===== src/sv/wsfe_pkg.sv =====
package wsfe_pkg;

    localparam int SAMPLE_W  = 16;
    localparam int RATE_W    = 16;
    localparam int WIN_DEPTH = 1024;
    localparam int WIN_AW    = $clog2(WIN_DEPTH);
    localparam int IDX_W     = 32;
    localparam int VEL_W     = 33;
    localparam int ACC_W     = 50;
    localparam int PKC_W     = 10;
    localparam int SUM_W     = 26;
    localparam int VAR_W     = 51;
    localparam int SQ_W      = 2 * SAMPLE_W - 1;
    localparam int SQSUM_W   = SQ_W + WIN_AW;
    localparam int PK_W      = WIN_AW + 1;
    localparam int RATE2_W   = 2 * RATE_W;
    localparam int D1_W      = SAMPLE_W + 1;
    localparam int D2_W      = SAMPLE_W + 3;
    localparam int MUL_A_W   = RATE2_W + 1;
    localparam int MUL_B_W   = SUM_W;
    localparam int MUL_P_W   = MUL_A_W + MUL_B_W;

    localparam logic [RATE_W-1:0] RATE_RESET = RATE_W'(48000);

    typedef enum logic [3:0] {
        S_IDLE,
        S_RD_OLD,
        S_RD_P1,
        S_RD_P2,
        S_RD_N1,
        S_RD_N2,
        S_WRITE,
        S_ACC,
        S_VAR,
        S_OUT
    } t_state;

    typedef logic signed [SAMPLE_W-1:0] t_sample;

    typedef struct packed {
        logic              rd;
        logic              wr;
        logic [WIN_AW-1:0] addr;
        t_sample           wdata;
    } t_mem_req;

    typedef struct packed {
        logic signed [MUL_A_W-1:0] a;
        logic signed [MUL_B_W-1:0] b;
    } t_mul_op;

    typedef struct packed {
        logic    upd;
        t_sample x;
        t_sample old;
        t_sample p1;
        t_sample p2;
        t_sample n1;
        t_sample n2;
    } t_pk_in;

endpackage


===== src/sv/wsfe_mul.sv =====
module wsfe_mul (
    input  logic                                i_clk,
    input  wsfe_pkg::t_mul_op                   i_op,
    output logic signed [wsfe_pkg::MUL_P_W-1:0] o_prod
);
    import wsfe_pkg::*;

    logic signed [MUL_P_W-1:0] r_prod;

    always_ff @(posedge i_clk) begin
        r_prod <= $signed(i_op.a) * $signed(i_op.b);
    end

    assign o_prod = r_prod;

endmodule


===== config.mk =====
export PLATFORM = sky130hd
export DESIGN_NAME = wsfe_mul
export DESIGN_NICKNAME = d
export VERILOG_FILES = /design/src/sv/wsfe_pkg.sv /design/src/sv/wsfe_mul.sv
export SDC_FILE = /design/constraint.sdc
export NUM_CORES = 2
export LEC_CHECK = 0
export BUFFER_PORTS_ARGS = -buffer_cell sky130_fd_sc_hd__buf_2
export CAP_MARGIN = 20
export CORE_ASPECT_RATIO = 0.6
export CORE_MARGIN = 2
export CORE_UTILIZATION = 55
export CTS_BUF_LIST = sky130_fd_sc_hd__clkbuf_16
export CTS_CLUSTER_SIZE = 16
export DETAILED_ROUTE_END_ITERATION = 8
export PLACE_DENSITY = 0.72
export REMOVE_ABC_BUFFERS = 1
export SYNTH_ARGS = -nofsm -noshare
export SYNTH_HDL_FRONTEND = slang
export SYNTH_SLANG_ARGS = --single-unit

===== constraint.sdc =====
create_clock -name i_clk -period 18.73 [get_ports i_clk]
set_input_delay 2.8095 -clock i_clk [delete_from_list [all_inputs] [get_ports i_clk]]
set_output_delay 2.8095 -clock i_clk [all_outputs]
set_load 0.01 [all_outputs]

Word level (Yosys, flattened, before mapping) --
Index checks and enable logic that the tools add are counted.
Word-level totals: bits in registers 59, output and inout bits 59, logic and storage cells 2
Cells by class: multiply operators 1
Operator list (count):
- 33-bit by 26-bit multiplier with 59-bit output | 1

Depth between registers and ports, before layout --
word-level depth 1, mapped depth 26

Least setup slack after synthesis --
OpenSTA, ideal clock, no wires.
kind input-to-reg, start point input port i_op[58] (netlist name), end point register r_prod[52], in the netlist o_prod[52], library setup time 0.133 ns, arrival time 9.112 ns, data required time 18.597 ns, path slack 9.485 ns, cell stages on the path 24, buffers on the path 2, path through clkbuf_1 -> nand2_1 -> inv_1 -> fa_1 -> fa_1 -> inv_1 -> fa_1 -> inv_1 -> fa_1 -> fa_1 -> fa_1 -> inv_1 -> fa_1 -> inv_1 -> ha_1 -> buf_6 -> a21oi_2 -> o21ai_1 -> or2_2 -> or4_1 -> a21o_1 -> a21boi_2 -> o311ai_1 -> xor2_1
On the way: cells in the longest elaborated chain, start to end 1
Ends and longest elaborated chain:
- start, declared | RTL line wsfe_mul.sv:3 | input wsfe_pkg::t_mul_op i_op,
- 33-bit by 26-bit multiplier with 59-bit output | RTL line wsfe_mul.sv:11 | r_prod <= $signed(i_op.a) * $signed(i_op.b);
- end signal, assigned | RTL line wsfe_mul.sv:11
- end, declared | RTL line wsfe_mul.sv:8 | logic signed [MUL_P_W-1:0] r_prod;
Every way passes these cells.

Worst setup path in the final report --
start point input port i_op[25] (netlist name), end point register r_prod[57], in the netlist o_prod[57]
The elaborated chain is that of the path after synthesis.

==> flow_summary.ini <==
[cells_and_area]
finalInstanceArea_um2 = 32500
fillCellCount = 4896
drive_gt1_share_pct = 4.69
diodes = 0
nNetsFinal = 4442
largest_reg_flops = 59
synthToLayoutAreaGrowth_pct = 4.11

[timing]
slew_viol_final = 0
worstMarginPinSlew_ns = 1.01
fin_crit_sh_pct = 52.8
rsz0062_at_grt = no
setup_viol = 0
final.min_clock_period_ns = 9.89
setup_tns_ns = 0
maxSlewHeadroom_pct = 32.1
clock.fmax_mhz = 101
hold_viol = 0

[synthesis]
synth_edf_count = 0
yosys-top-cells-count = fa_1, inv_1, nand2_1, and2_1, ha_1
ys_ff_latch = 59
synthTopCellsByArea = fa_1, inv_1, and2_1, ha_1, nand2_1
ys_seq_area_share_pct = 3.78
syn_inst = 3360
syn_area_um2 = 31200
avgSynthCellArea_um2 = 9.30
synth_top_area_cell = fa_1
async_flop_share_pct = 0
synthFlopType = dfxtp_1
netlist.area_leader.share_pct = 56.3
yosysMostFrequentCell = fa_1
ys_types = 66
yosys_warnings = 0

[detailed_routing]
firstDrtPassIters = 6
postRouteAntennaNets = 0
vias_per_cell = 5.44
drt_iter0_markers = 2315
avgRoutedWirePerCell_um = 22.2
vias = 22300
drc = 0
finalWirelength_mm = 91.0

[floorplan]
die_h_um = 189
coreArea_um2 = 56000
dieArea_um2 = 58800
io_pins = 119
num_rows = 67
start_util_pct = 55.8
die_x_um = 312

[clock_tree]
clkTransAtPathRegs_ns = 0.06
cts_buffers = 9
cts-root-buf = clkbuf_16
cts_tree = done
ctsLongestPathBuffers = 2
cts.sinks = 59
cts_setup_buffers = 0
cts_max_level = 3
post_cts_hold_buffer_count = 0
cts_resized = 0

[global_routing]
grt_antenna_before_repair = 0
overflow = 0
grt_start_max_net_pins = 34
grt_use_total_pct = 33.2
grt_pass1_vias = 23800
grt_pass1_wl_mm = 146

[worst_setup_path]
endpoint_kind = flop
critPathLaunch = i_op[25]
crit_top_cell = fa_1
cpPeakStageDelay_ns = 0.84
crit_fanout = 26
cp-start-kind = input pin
slowest_stage = clkinv_1
cp-endpoint = o_prod[57]
cp_cell_sequence = buf_2, clkinv_1, nor2_1, fa_1, fa_1, fa_1, fa_1, fa_1, fa_1, inv_1, fa_1, inv_1, ha_1, nand4_1, or2_2, o22a_1, a211oi_1, o21ai_1, o311ai_0
crit_type = input pin to flop
worstPathArrival_ns = 10.15
cp.required_ns = 18.98

[job]
cap_violations = 0

[status]
status = finished, final reports clean

[place]
gp_congestion = 0.996
place_area_um2 = 32200
place_hpwl_mm = 72.3
port_buffers = 118

[worst_hold_path]
hold_path.class = input pin to flop
-- placed cells by master, fill, tap and decap left out, types with 4 or more instances in the layout --
cell type / n
a211o_1: 4
a211oi_1: 9
a21o_1: 26
a21oi_1: 49
and2_1: 356
and3_1: 10
and4_1: 8
buf_2: 118
buf_4: 10
clkbuf_16: 9
dfxtp_1: 59
fa_1: 878
ha_1: 160
inv_1: 863
nand2_1: 512
nand2b_1: 15
nand3_1: 13
nand4_1: 12
nor2_1: 51
nor3_1: 14
o21a_1: 9
o21ai_0: 27
o21ai_1: 4
o21bai_1: 5
or2_2: 4
xnor2_1: 44
xor2_1: 19
-- metal layers --
metal	GRT usage (%)	up-vias	wire length (um)
li1	-	9557	-
met1	52.9	11200	41600
met2	38.7	1487	31600
met3	19.0	58	16900
met4	3.72	4	698
met5	1.79	-	143
-- critical path: cells and delay by family --
family,cells,cell delay [ns]
buffers and inverters,4,1.20
AO/OA/AOI/OAI,4,1.29
adder cells (fa/ha/maj),8,4.00
AND/OR/NAND/NOR,3,0.83
-- cell type report --
cell class / instances / area, um^2 / area share, %
Clock buffer: 9 / 225 / 0.693
Clock inverter: 7 / 45.0 / 0.139
Inverter: 863 / 3240 / 9.96
Multi-Input combinational cell: 2283 / 26200 / 80.6
Sequential cell: 59 / 1180 / 3.63
Tap cell: 759 / 950 / 2.92
Timing Repair Buffer: 128 / 666 / 2.05
-- stage by stage --
stage	hold WS (ns)	utilization, %	std cells	setup WS, ns
after floorplan	2.93	-	3205	9.75
after global placement	3.20	57.6	4092	8.65
after detailed placement	3.20	57.6	4092	8.55
after CTS	3.03	58.1	4108	8.89
after global routing	3.05	58.1	4108	8.41
final	3.03	58.1	4108	8.84
-- cell families (layout without fill, tap and decap cells) --
| group | count (synthesis) | after routing | share of synthesized area, % |
|---|---|---|---|
| AO/OA/AOI/OAI | 174 | 174 | 3.78 |
| XOR/XNOR | 63 | 63 | 1.77 |
| adder cells (fa/ha/maj) | 1038 | 1038 | 62.7 |
| buffers and inverters | 1018 | 1007 | 12.3 |
| flip-flops | 59 | 59 | 3.78 |
| multiplexers | 1 | 1 | 0.0321 |
| AND/OR/NAND/NOR | 1007 | 1007 | 15.7 |
-- how the worst min path moves through the flow --
| stage | startpoint | to | slack (ns) | cells after the start |
|---|---|---|---|---|
| after global routing | i_op[0] | o_prod[0] | 3.05 | 3 |
| after detailed placement | o_prod[0] | o_prod[0] | 3.20 | 1 |
| after CTS | i_op[26] | o_prod[0] | 3.03 | 2 |
| final | i_op[0] | o_prod[0] | 3.03 | 3 |
| after floorplan | i_op[0] | o_prod[0] | 2.93 | 1 |
| after global placement | o_prod[8] | o_prod[8] | 3.20 | 1 |
Power is left out: the tool's default activity adds up to more than one toggle a clock period on the data nets, which glitch-free logic cannot reach.
