## src/sv/wsfe_pkg.sv

```systemverilog
package wsfe_pkg;

    localparam int SAMPLE_W  = 16;
    localparam int RATE_W    = 16;
    localparam int WIN_DEPTH = 1024;
    localparam int WIN_AW    = $clog2(WIN_DEPTH);
    localparam int IDX_W     = 32;
    localparam int VEL_W     = 33;
    localparam int ACC_W     = 50;
    localparam int PKC_W     = 10;
    localparam int SUM_W     = 26;
    localparam int VAR_W     = 51;
    localparam int SQ_W      = 2 * SAMPLE_W - 1;
    localparam int SQSUM_W   = SQ_W + WIN_AW;
    localparam int PK_W      = WIN_AW + 1;
    localparam int RATE2_W   = 2 * RATE_W;
    localparam int D1_W      = SAMPLE_W + 1;
    localparam int D2_W      = SAMPLE_W + 3;
    localparam int MUL_A_W   = RATE2_W + 1;
    localparam int MUL_B_W   = SUM_W;
    localparam int MUL_P_W   = MUL_A_W + MUL_B_W;

    localparam logic [RATE_W-1:0] RATE_RESET = RATE_W'(48000);

    typedef enum logic [3:0] {
        S_IDLE,
        S_RD_OLD,
        S_RD_P1,
        S_RD_P2,
        S_RD_N1,
        S_RD_N2,
        S_WRITE,
        S_ACC,
        S_VAR,
        S_OUT
    } t_state;

    typedef logic signed [SAMPLE_W-1:0] t_sample;

    typedef struct packed {
        logic              rd;
        logic              wr;
        logic [WIN_AW-1:0] addr;
        t_sample           wdata;
    } t_mem_req;

    typedef struct packed {
        logic signed [MUL_A_W-1:0] a;
        logic signed [MUL_B_W-1:0] b;
    } t_mul_op;

    typedef struct packed {
        logic    upd;
        t_sample x;
        t_sample old;
        t_sample p1;
        t_sample p2;
        t_sample n1;
        t_sample n2;
    } t_pk_in;

endpackage

```

## src/sv/wsfe_peak.sv

```systemverilog
module wsfe_peak (
    input  logic                         i_clk,
    input  logic                         i_rst_n,
    input  wsfe_pkg::t_pk_in             i_nb,
    output logic [wsfe_pkg::PKC_W-1:0]   o_count
);
    import wsfe_pkg::*;

    logic [PK_W-1:0]  r_total;
    logic [PK_W-1:0]  n_total;
    logic [PK_W-1:0]  n_count;
    logic [PKC_W-1:0] r_count;
    logic             was_m1;
    logic             was_0;
    logic             was_p1;
    logic             now_m1;
    logic             now_0;
    logic             now_p1;

    // Only the written position and its two neighbors can change peak status.
    always_comb begin
        was_m1 = ($signed(i_nb.p1) > $signed(i_nb.p2)) && ($signed(i_nb.p1) > $signed(i_nb.old));
        was_0  = ($signed(i_nb.old) > $signed(i_nb.p1)) && ($signed(i_nb.old) > $signed(i_nb.n1));
        was_p1 = ($signed(i_nb.n1) > $signed(i_nb.old)) && ($signed(i_nb.n1) > $signed(i_nb.n2));
        now_m1 = ($signed(i_nb.p1) > $signed(i_nb.p2)) && ($signed(i_nb.p1) > $signed(i_nb.x));
        now_0  = ($signed(i_nb.x) > $signed(i_nb.p1)) && ($signed(i_nb.x) > $signed(i_nb.n1));
        now_p1 = ($signed(i_nb.n1) > $signed(i_nb.x)) && ($signed(i_nb.n1) > $signed(i_nb.n2));
        n_total = r_total - PK_W'(was_m1) - PK_W'(was_0) - PK_W'(was_p1)
                + PK_W'(now_m1) + PK_W'(now_0) + PK_W'(now_p1);
        // The newest and the oldest positions are left out of the reported count.
        n_count = n_total - PK_W'(now_0) - PK_W'(now_p1);
    end

    always_ff @(posedge i_clk) begin
        if (!i_rst_n) begin
            r_total <= '0;
        end else if (i_nb.upd) begin
            r_total <= n_total;
        end
    end

    always_ff @(posedge i_clk) begin
        if (i_nb.upd) begin
            r_count <= n_count[PKC_W-1:0];
        end
    end

    assign o_count = r_count;

endmodule

```

## config.mk

```make
export PLATFORM = sky130hd
export DESIGN_NAME = wsfe_peak
export DESIGN_NICKNAME = d
export VERILOG_FILES = /design/src/sv/wsfe_pkg.sv /design/src/sv/wsfe_peak.sv
export SDC_FILE = /design/constraint.sdc
export NUM_CORES = 1
export LEC_CHECK = 0
export BUFFER_PORTS_ARGS = -buffer_cell sky130_fd_sc_hd__buf_2
export CAP_MARGIN = 20
export CORE_MARGIN = 10
export CORE_UTILIZATION = 45
export DETAILED_ROUTE_END_ITERATION = 10
export PLACE_DENSITY_LB_ADDON = 0.15
export SYNTH_ARGS = -nofsm -noshare
export SYNTH_HDL_FRONTEND = slang
export SYNTH_SLANG_ARGS = --single-unit
```

## constraint.sdc

```tcl
create_clock -name i_clk -period 7.71 [get_ports i_clk]
set_input_delay 1.542 -clock i_clk [delete_from_list [all_inputs] [get_ports i_clk]]
set_output_delay 1.542 -clock i_clk [all_outputs]
set_load 0.1 [all_outputs]
```

Yosys cells after proc, flatten, opt, wreduce, memory -nomap -nowiden --
Index checks and enable logic that the tools add are counted.
Cells by class: $add $sub $neg 8, multiply operators 0, div/mod/pow operators 0, magnitude comparators 10, eq/ne operators 0, shifts and indexed selects 0, muxes and demuxes 0, bitwise operators 0, reduce and logical (&&, ||, !) cells 6
Operators with widths (count):
- $gt A16 B16 Y1 | 10
- $add A11 B1 Y11 | 3
- $sub A11 B1 Y11 | 3
- $sub A10 B1 Y10 | 2
- $logic_and A1 B1 Y1 | 6
Word-level totals: flip-flop bits (word level) 21, bits in latches 0, RAM bits 0, bits in read-only memories 0, input port bits 99, output and inout bits 10, word-level logic and storage cells 26, memories 0

Longest topological paths before layout --
depth after elaboration 10, mapped depth 25, mapped depth without buffers 25

Worst setup path after synthesis --
Ideal clock, no wire load.
kind input -> register, start in i_nb[47] in the netlist's numbering, end reg r_count[9] (netlist: o_count[9]), data pin, library setup time 262 ps, data arrival time 6399 ps, data required time 7448 ps, path slack 1049 ps, stages on the path 25, buffers on the path 0, path through inv_1 ha_1 and4_1 a21oi_1 o21ai_0 a2111oi_0 a32o_1 a31oi_1 nor2b_1 ha_1 inv_1 fa_1 inv_1 fa_1 inv_1 ha_1 inv_1 fa_1 nand2b_2 a21oi_2 xor2_1 nor3_1 or3b_1 nor3b_2 xnor2_1
On the way: cells in the longest elaborated chain, start to end 10, elaborated cells between the ends (all ways) 11, those cells by class add/sub (8); order compare (1); reduce/logical (2)
Ends and longest elaborated chain:
- from (decl) | line wsfe_peak.sv:4 | input wsfe_pkg::t_pk_in i_nb,
- $gt A16 B16 Y1 * | line wsfe_peak.sv:22, wsfe_peak.sv:25
- $logic_and A1 B1 Y1 | line wsfe_peak.sv:22 | was_m1 = ($signed(i_nb.p1) > $signed(i_nb.p2)) && ($signed(i_nb.p1) > $signed(i_nb.old));
- $sub A11 B1 Y11 (3 in a row) | line wsfe_peak.sv:28 | n_total = r_total - PK_W'(was_m1) - PK_W'(was_0) - PK_W'(was_p1)
- $add A11 B1 Y11 * (3 in a row) | line wsfe_peak.sv:29 | + PK_W'(now_m1) + PK_W'(now_0) + PK_W'(now_p1);
- $sub A10 B1 Y10 * (2 in a row) | line wsfe_peak.sv:31 | n_count = n_total - PK_W'(now_0) - PK_W'(now_p1);
- via n_count[9] | line wsfe_peak.sv:11 | logic [PK_W-1:0] n_count;
- to (signal assigned) | line wsfe_peak.sv:44 | r_count <= n_count[PKC_W-1:0];
- to (decl) | line wsfe_peak.sv:12 | logic [PKC_W-1:0] r_count;
The timed path passes the listed nets; every way through them passes the cells marked *. A chain may end at the register's enable or synchronous reset.

Final worst setup path --
start in i_nb[46] in the netlist's numbering, end reg r_count[9] (netlist: o_count[9]), data pin
The elaborated chain is that of the path after synthesis.

==> metrics.log <==
INFO  metric ys_types = 53
INFO  metric die_w = 112.2 microns
INFO  metric synthesis.instances = 452
INFO  metric grt_max_degree = 23
INFO  metric grt_first_pass_wirelength = 16300 microns
INFO  metric ys_async_sr_fraction = 0%
INFO  metric dr.pass1.iters = 4
INFO  metric post_layout_nonfiller_instances = 667
INFO  metric r2r-start = r_total[0]
INFO  metric max-vdd-ir-drop = 0.2384 mV
INFO  metric synthAdderAreaFrac = 37.62%
INFO  metric worstSetupStartpointType = input pin
INFO  metric synth.yosys.seq_area_share = 13.08%
INFO  metric drt_iter0_drc = 86
INFO  metric share_of_the_synthesized_area_in_the_top_cell_type = 35.00%
INFO  metric fmaxAchievable = 0.1451 GHz
INFO  metric post_synth_mux_area_share = 3.206%
INFO  metric worstMarginPinSlew = 0.5203 ns
INFO  metric hold_class = reg2reg
INFO  metric clock_tree.root_cell = sky130_fd_sc_hd__clkbuf_8
INFO  metric count_of_maximum_capacitance_violations = 0
INFO  metric synth_area_per_cell = 8.462 sq um
INFO  metric cts_max_level = 1
INFO  metric synthTopCellsByArea = sky130_fd_sc_hd__ha_1, sky130_fd_sc_hd__inv_1, sky130_fd_sc_hd__edfxtp_1, sky130_fd_sc_hd__dfxtp_1, sky130_fd_sc_hd__a21o_1
INFO  metric core.rowCount = 33
INFO  metric grt_antenna_before_repair = 0
INFO  metric yosysWarnings = 0
INFO  metric route.detailed.wl_per_inst = 14.86 microns
INFO  metric area_fraction_in_and_or_nand_and_nor_cells_after_synthesis = 14.56%
INFO  metric count_of_final_hold_check_violations = 0
INFO  metric first_global_vias = 3590
INFO  metric cts_made_buffers = 3
INFO  metric place.detailed.instances = 663
INFO  metric power_density = 306.2 mW/mm^2
INFO  metric num_io_pins = 109
INFO  metric synth_area_leader_cell = sky130_fd_sc_hd__ha_1
INFO  metric power.total = 1.396 mW
INFO  metric routabilityCongestion = 0.8480
INFO  metric post_cts_resized = 0
INFO  metric core_area = 0.008258 sq mm
INFO  metric setup_violations = 0
INFO  metric regArea = 500.5 sq um
INFO  metric multi_input_area = 0.002930 sq mm
INFO  metric status = completed
INFO  metric final.setup.tns = 0 ns
INFO  metric synth_top_family_by_area = adder cells
INFO  metric drt_drc_violations_left = 0
INFO  metric initial_core_util = 46.32%
INFO  metric crit_fanout = 4
INFO  metric portBuffers = 108
INFO  metric dr_total_vias = 3431
INFO  metric nFillCells = 808
INFO  metric placed_wire_length_estimate_after_detailed_placement = 9058 microns
INFO  metric timing.max_slew.rel_slack = 65.31%
INFO  metric antennaDiodeCount = 0
INFO  metric slew_viol_final = 0
INFO  metric required = 7.72 ns
INFO  metric crit_start = i_nb[46]
INFO  metric grt_util_all_layers = 15.02%
INFO  metric endpoint = o_count[9]
INFO  metric worst_r2r_setup_slack = 4.29 ns
INFO  metric tritoncts = yes
INFO  metric grt_setup_unrepaired = no
INFO  metric reg2reg_depth = 13
INFO  metric num-nets-final = 774
INFO  metric class_of_the_most_critical_setup_path = in2reg
INFO  metric ant_nets = 0
INFO  metric synth_nets = 663
INFO  metric cts_post_setup_buffers_inserted = 0
INFO  metric syn-cell-area = 0.003825 sq mm
INFO  metric postRouteWirelength = 9911 microns
INFO  metric numClockSinks = 20
INFO  metric floorplan_die_height = 112.2 microns
INFO  metric vias_per_cell = 5.144
INFO  metric synthXorXnorAreaFrac = 3.664%
INFO  metric dieArea = 0.01259 sq mm
INFO  metric synth_top_flop_cell = sky130_fd_sc_hd__edfxtp_1
INFO  metric crit_path_end_kind = flop
INFO  metric period_needed = 6.890 ns
INFO  metric cp_data_arrival_time = 6.90 ns
INFO  metric compound_gate_fraction_of_synth_area = 17.57%
INFO  metric leakage = 2.666 nW
INFO  metric regToRegEndpoint = o_count[9]
INFO  metric post_route_cells_drive_above_1_share = 22.42%
INFO  metric clock_skew = 0.003564 ns
INFO  metric syn2layout_area_growth = 19.23%
INFO  metric ys_ff_latch = 20
INFO  metric clock_latency = 0.26 ns
INFO  metric number_of_flops_mapped_to_enable_cells_by_yosys = 10
INFO  metric clk_path_buf_depth = 2
INFO  metric global_route.overflow_total = 0
INFO  metric hold_buffers = 0
INFO  metric final_core_util = 55.23%
INFO  metric clk_pin_slew_worst_paths = 0.08 ns
INFO  metric timing.final.crit_share = 89.36%
==> cells in the mapped netlist (all sizes together), types with 2 or more instances <==
cell type	count
nand3	4
o211a	2
a2111oi	2
nor4	2
mux2i	10
nor3b	2
and2	4
nand2	8
edfxtp	10
o21ai	13
and4	6
nor2	10
dfxtp	10
a211oi	5
fa	5
or2	3
nand2b	9
mux2	2
a21o	27
nor3	4
o211ai	3
and3	4
xor2	5
ha	107
xnor2	11
inv	103
nor2b	17
a31oi	2
o21a	6
nand4	17
a21oi	23
==> layout make-up <==
| type | count | area share (%) |
|---|---|---|
| multi-input cells | 327 | 64.25 |
| well taps | 105 | 2.881 |
| clock buffers | 3 | 0.9054 |
| repair buffers | 108 | 11.85 |
| clock inverters | 1 | 0.6584 |
| flip-flops and latches | 20 | 10.97 |
| inverters | 103 | 8.477 |
==> layout by cell type (no fill, tap or decap), types with 10 or more instances in the layout <==
master / netlist / final
sky130_fd_sc_hd__a21o_1: 26 / 26
sky130_fd_sc_hd__buf_2: 0 / 108
sky130_fd_sc_hd__o21ai_0: 13 / 13
sky130_fd_sc_hd__a21oi_1: 22 / 22
sky130_fd_sc_hd__dfxtp_1: 10 / 10
sky130_fd_sc_hd__ha_1: 107 / 107
sky130_fd_sc_hd__nor2_1: 10 / 10
sky130_fd_sc_hd__edfxtp_1: 10 / 10
sky130_fd_sc_hd__nor2b_1: 17 / 17
sky130_fd_sc_hd__xnor2_1: 11 / 11
sky130_fd_sc_hd__nand4_1: 17 / 17
sky130_fd_sc_hd__inv_1: 103 / 103
sky130_fd_sc_hd__mux2i_1: 10 / 10
==> metal layers <==
layer  vias to the layer above  track usage [%]  wire [microns]
met5                         -                0               0
met4                         0            2.538             108
met3                         8            2.503             426
met2                        64            28.66            5118
met1                      1551            17.13            4257
li1                       1808                -               -
==> sequential cells by signal, summed over array words and instances, names as in the netlist <==
name	cells
o_count	10
r_total	10
==> where the power goes <==
group / total [mW] / switching [mW] / internal [mW]
registers: 0.222 / 0.0201 / 0.202
clock network: 0.106 / 0.0368 / 0.0693
logic: 1.07 / 0.674 / 0.395
total: 1.40 / 0.730 / 0.666
==> critical path, stage by stage <==
cell	delay, ns
sky130_fd_sc_hd__buf_2	0.07
sky130_fd_sc_hd__inv_1	0.03
sky130_fd_sc_hd__ha_1	0.30
sky130_fd_sc_hd__and4_1	0.22
sky130_fd_sc_hd__a21oi_1	0.13
sky130_fd_sc_hd__o21ai_0	0.12
sky130_fd_sc_hd__a2111oi_0	0.40
sky130_fd_sc_hd__a32o_1	0.21
sky130_fd_sc_hd__a31oi_1	0.05
sky130_fd_sc_hd__nor2b_1	0.15
sky130_fd_sc_hd__ha_1	0.27
sky130_fd_sc_hd__inv_1	0.05
sky130_fd_sc_hd__fa_1	0.53
sky130_fd_sc_hd__inv_1	0.06
sky130_fd_sc_hd__fa_1	0.44
sky130_fd_sc_hd__inv_1	0.07
sky130_fd_sc_hd__ha_1	0.17
sky130_fd_sc_hd__inv_1	0.06
sky130_fd_sc_hd__fa_1	0.39
sky130_fd_sc_hd__nand2b_2	0.23
sky130_fd_sc_hd__a21oi_2	0.21
sky130_fd_sc_hd__xor2_1	0.17
sky130_fd_sc_hd__nor3_1	0.30
sky130_fd_sc_hd__or3b_1	0.44
sky130_fd_sc_hd__nor3b_2	0.20
sky130_fd_sc_hd__xnor2_1	0.09
==> how the worst min path moves through the flow <==
stage	start	cells after the start	end
after floorplan	r_total[1]	1	r_total[1]
after global placement	r_total[1]	1	r_total[1]
after detailed placement	r_total[1]	1	r_total[1]
after CTS	r_total[1]	1	r_total[1]
after global routing	r_total[1]	1	r_total[1]
final	r_total[1]	1	r_total[1]
==> cells by family after synthesis <==
group	Yosys count
XOR/XNOR	16
multiplexers	12
AO/OA/AOI/OAI	95
adder cells (fa/ha/maj)	112
buffers and inverters	105
AND/OR/NAND/NOR	92
flip-flops	20
==> per-stage QoR <==
step           cell area (sq um)  hold slack [ns]  worst slack [ns]
2_1_floorplan               3825           0.4539             1.049
3_3_place_gp                4489           0.4647            0.7362
3_5_place_dp                4489           0.4700            0.5502
4_1_cts                     4561           0.4893            0.8074
5_1_grt                     4561           0.4970            0.4476
6_report                    4561           0.4832            0.8202
No activity file was read; power rests on OpenSTA's default activity.
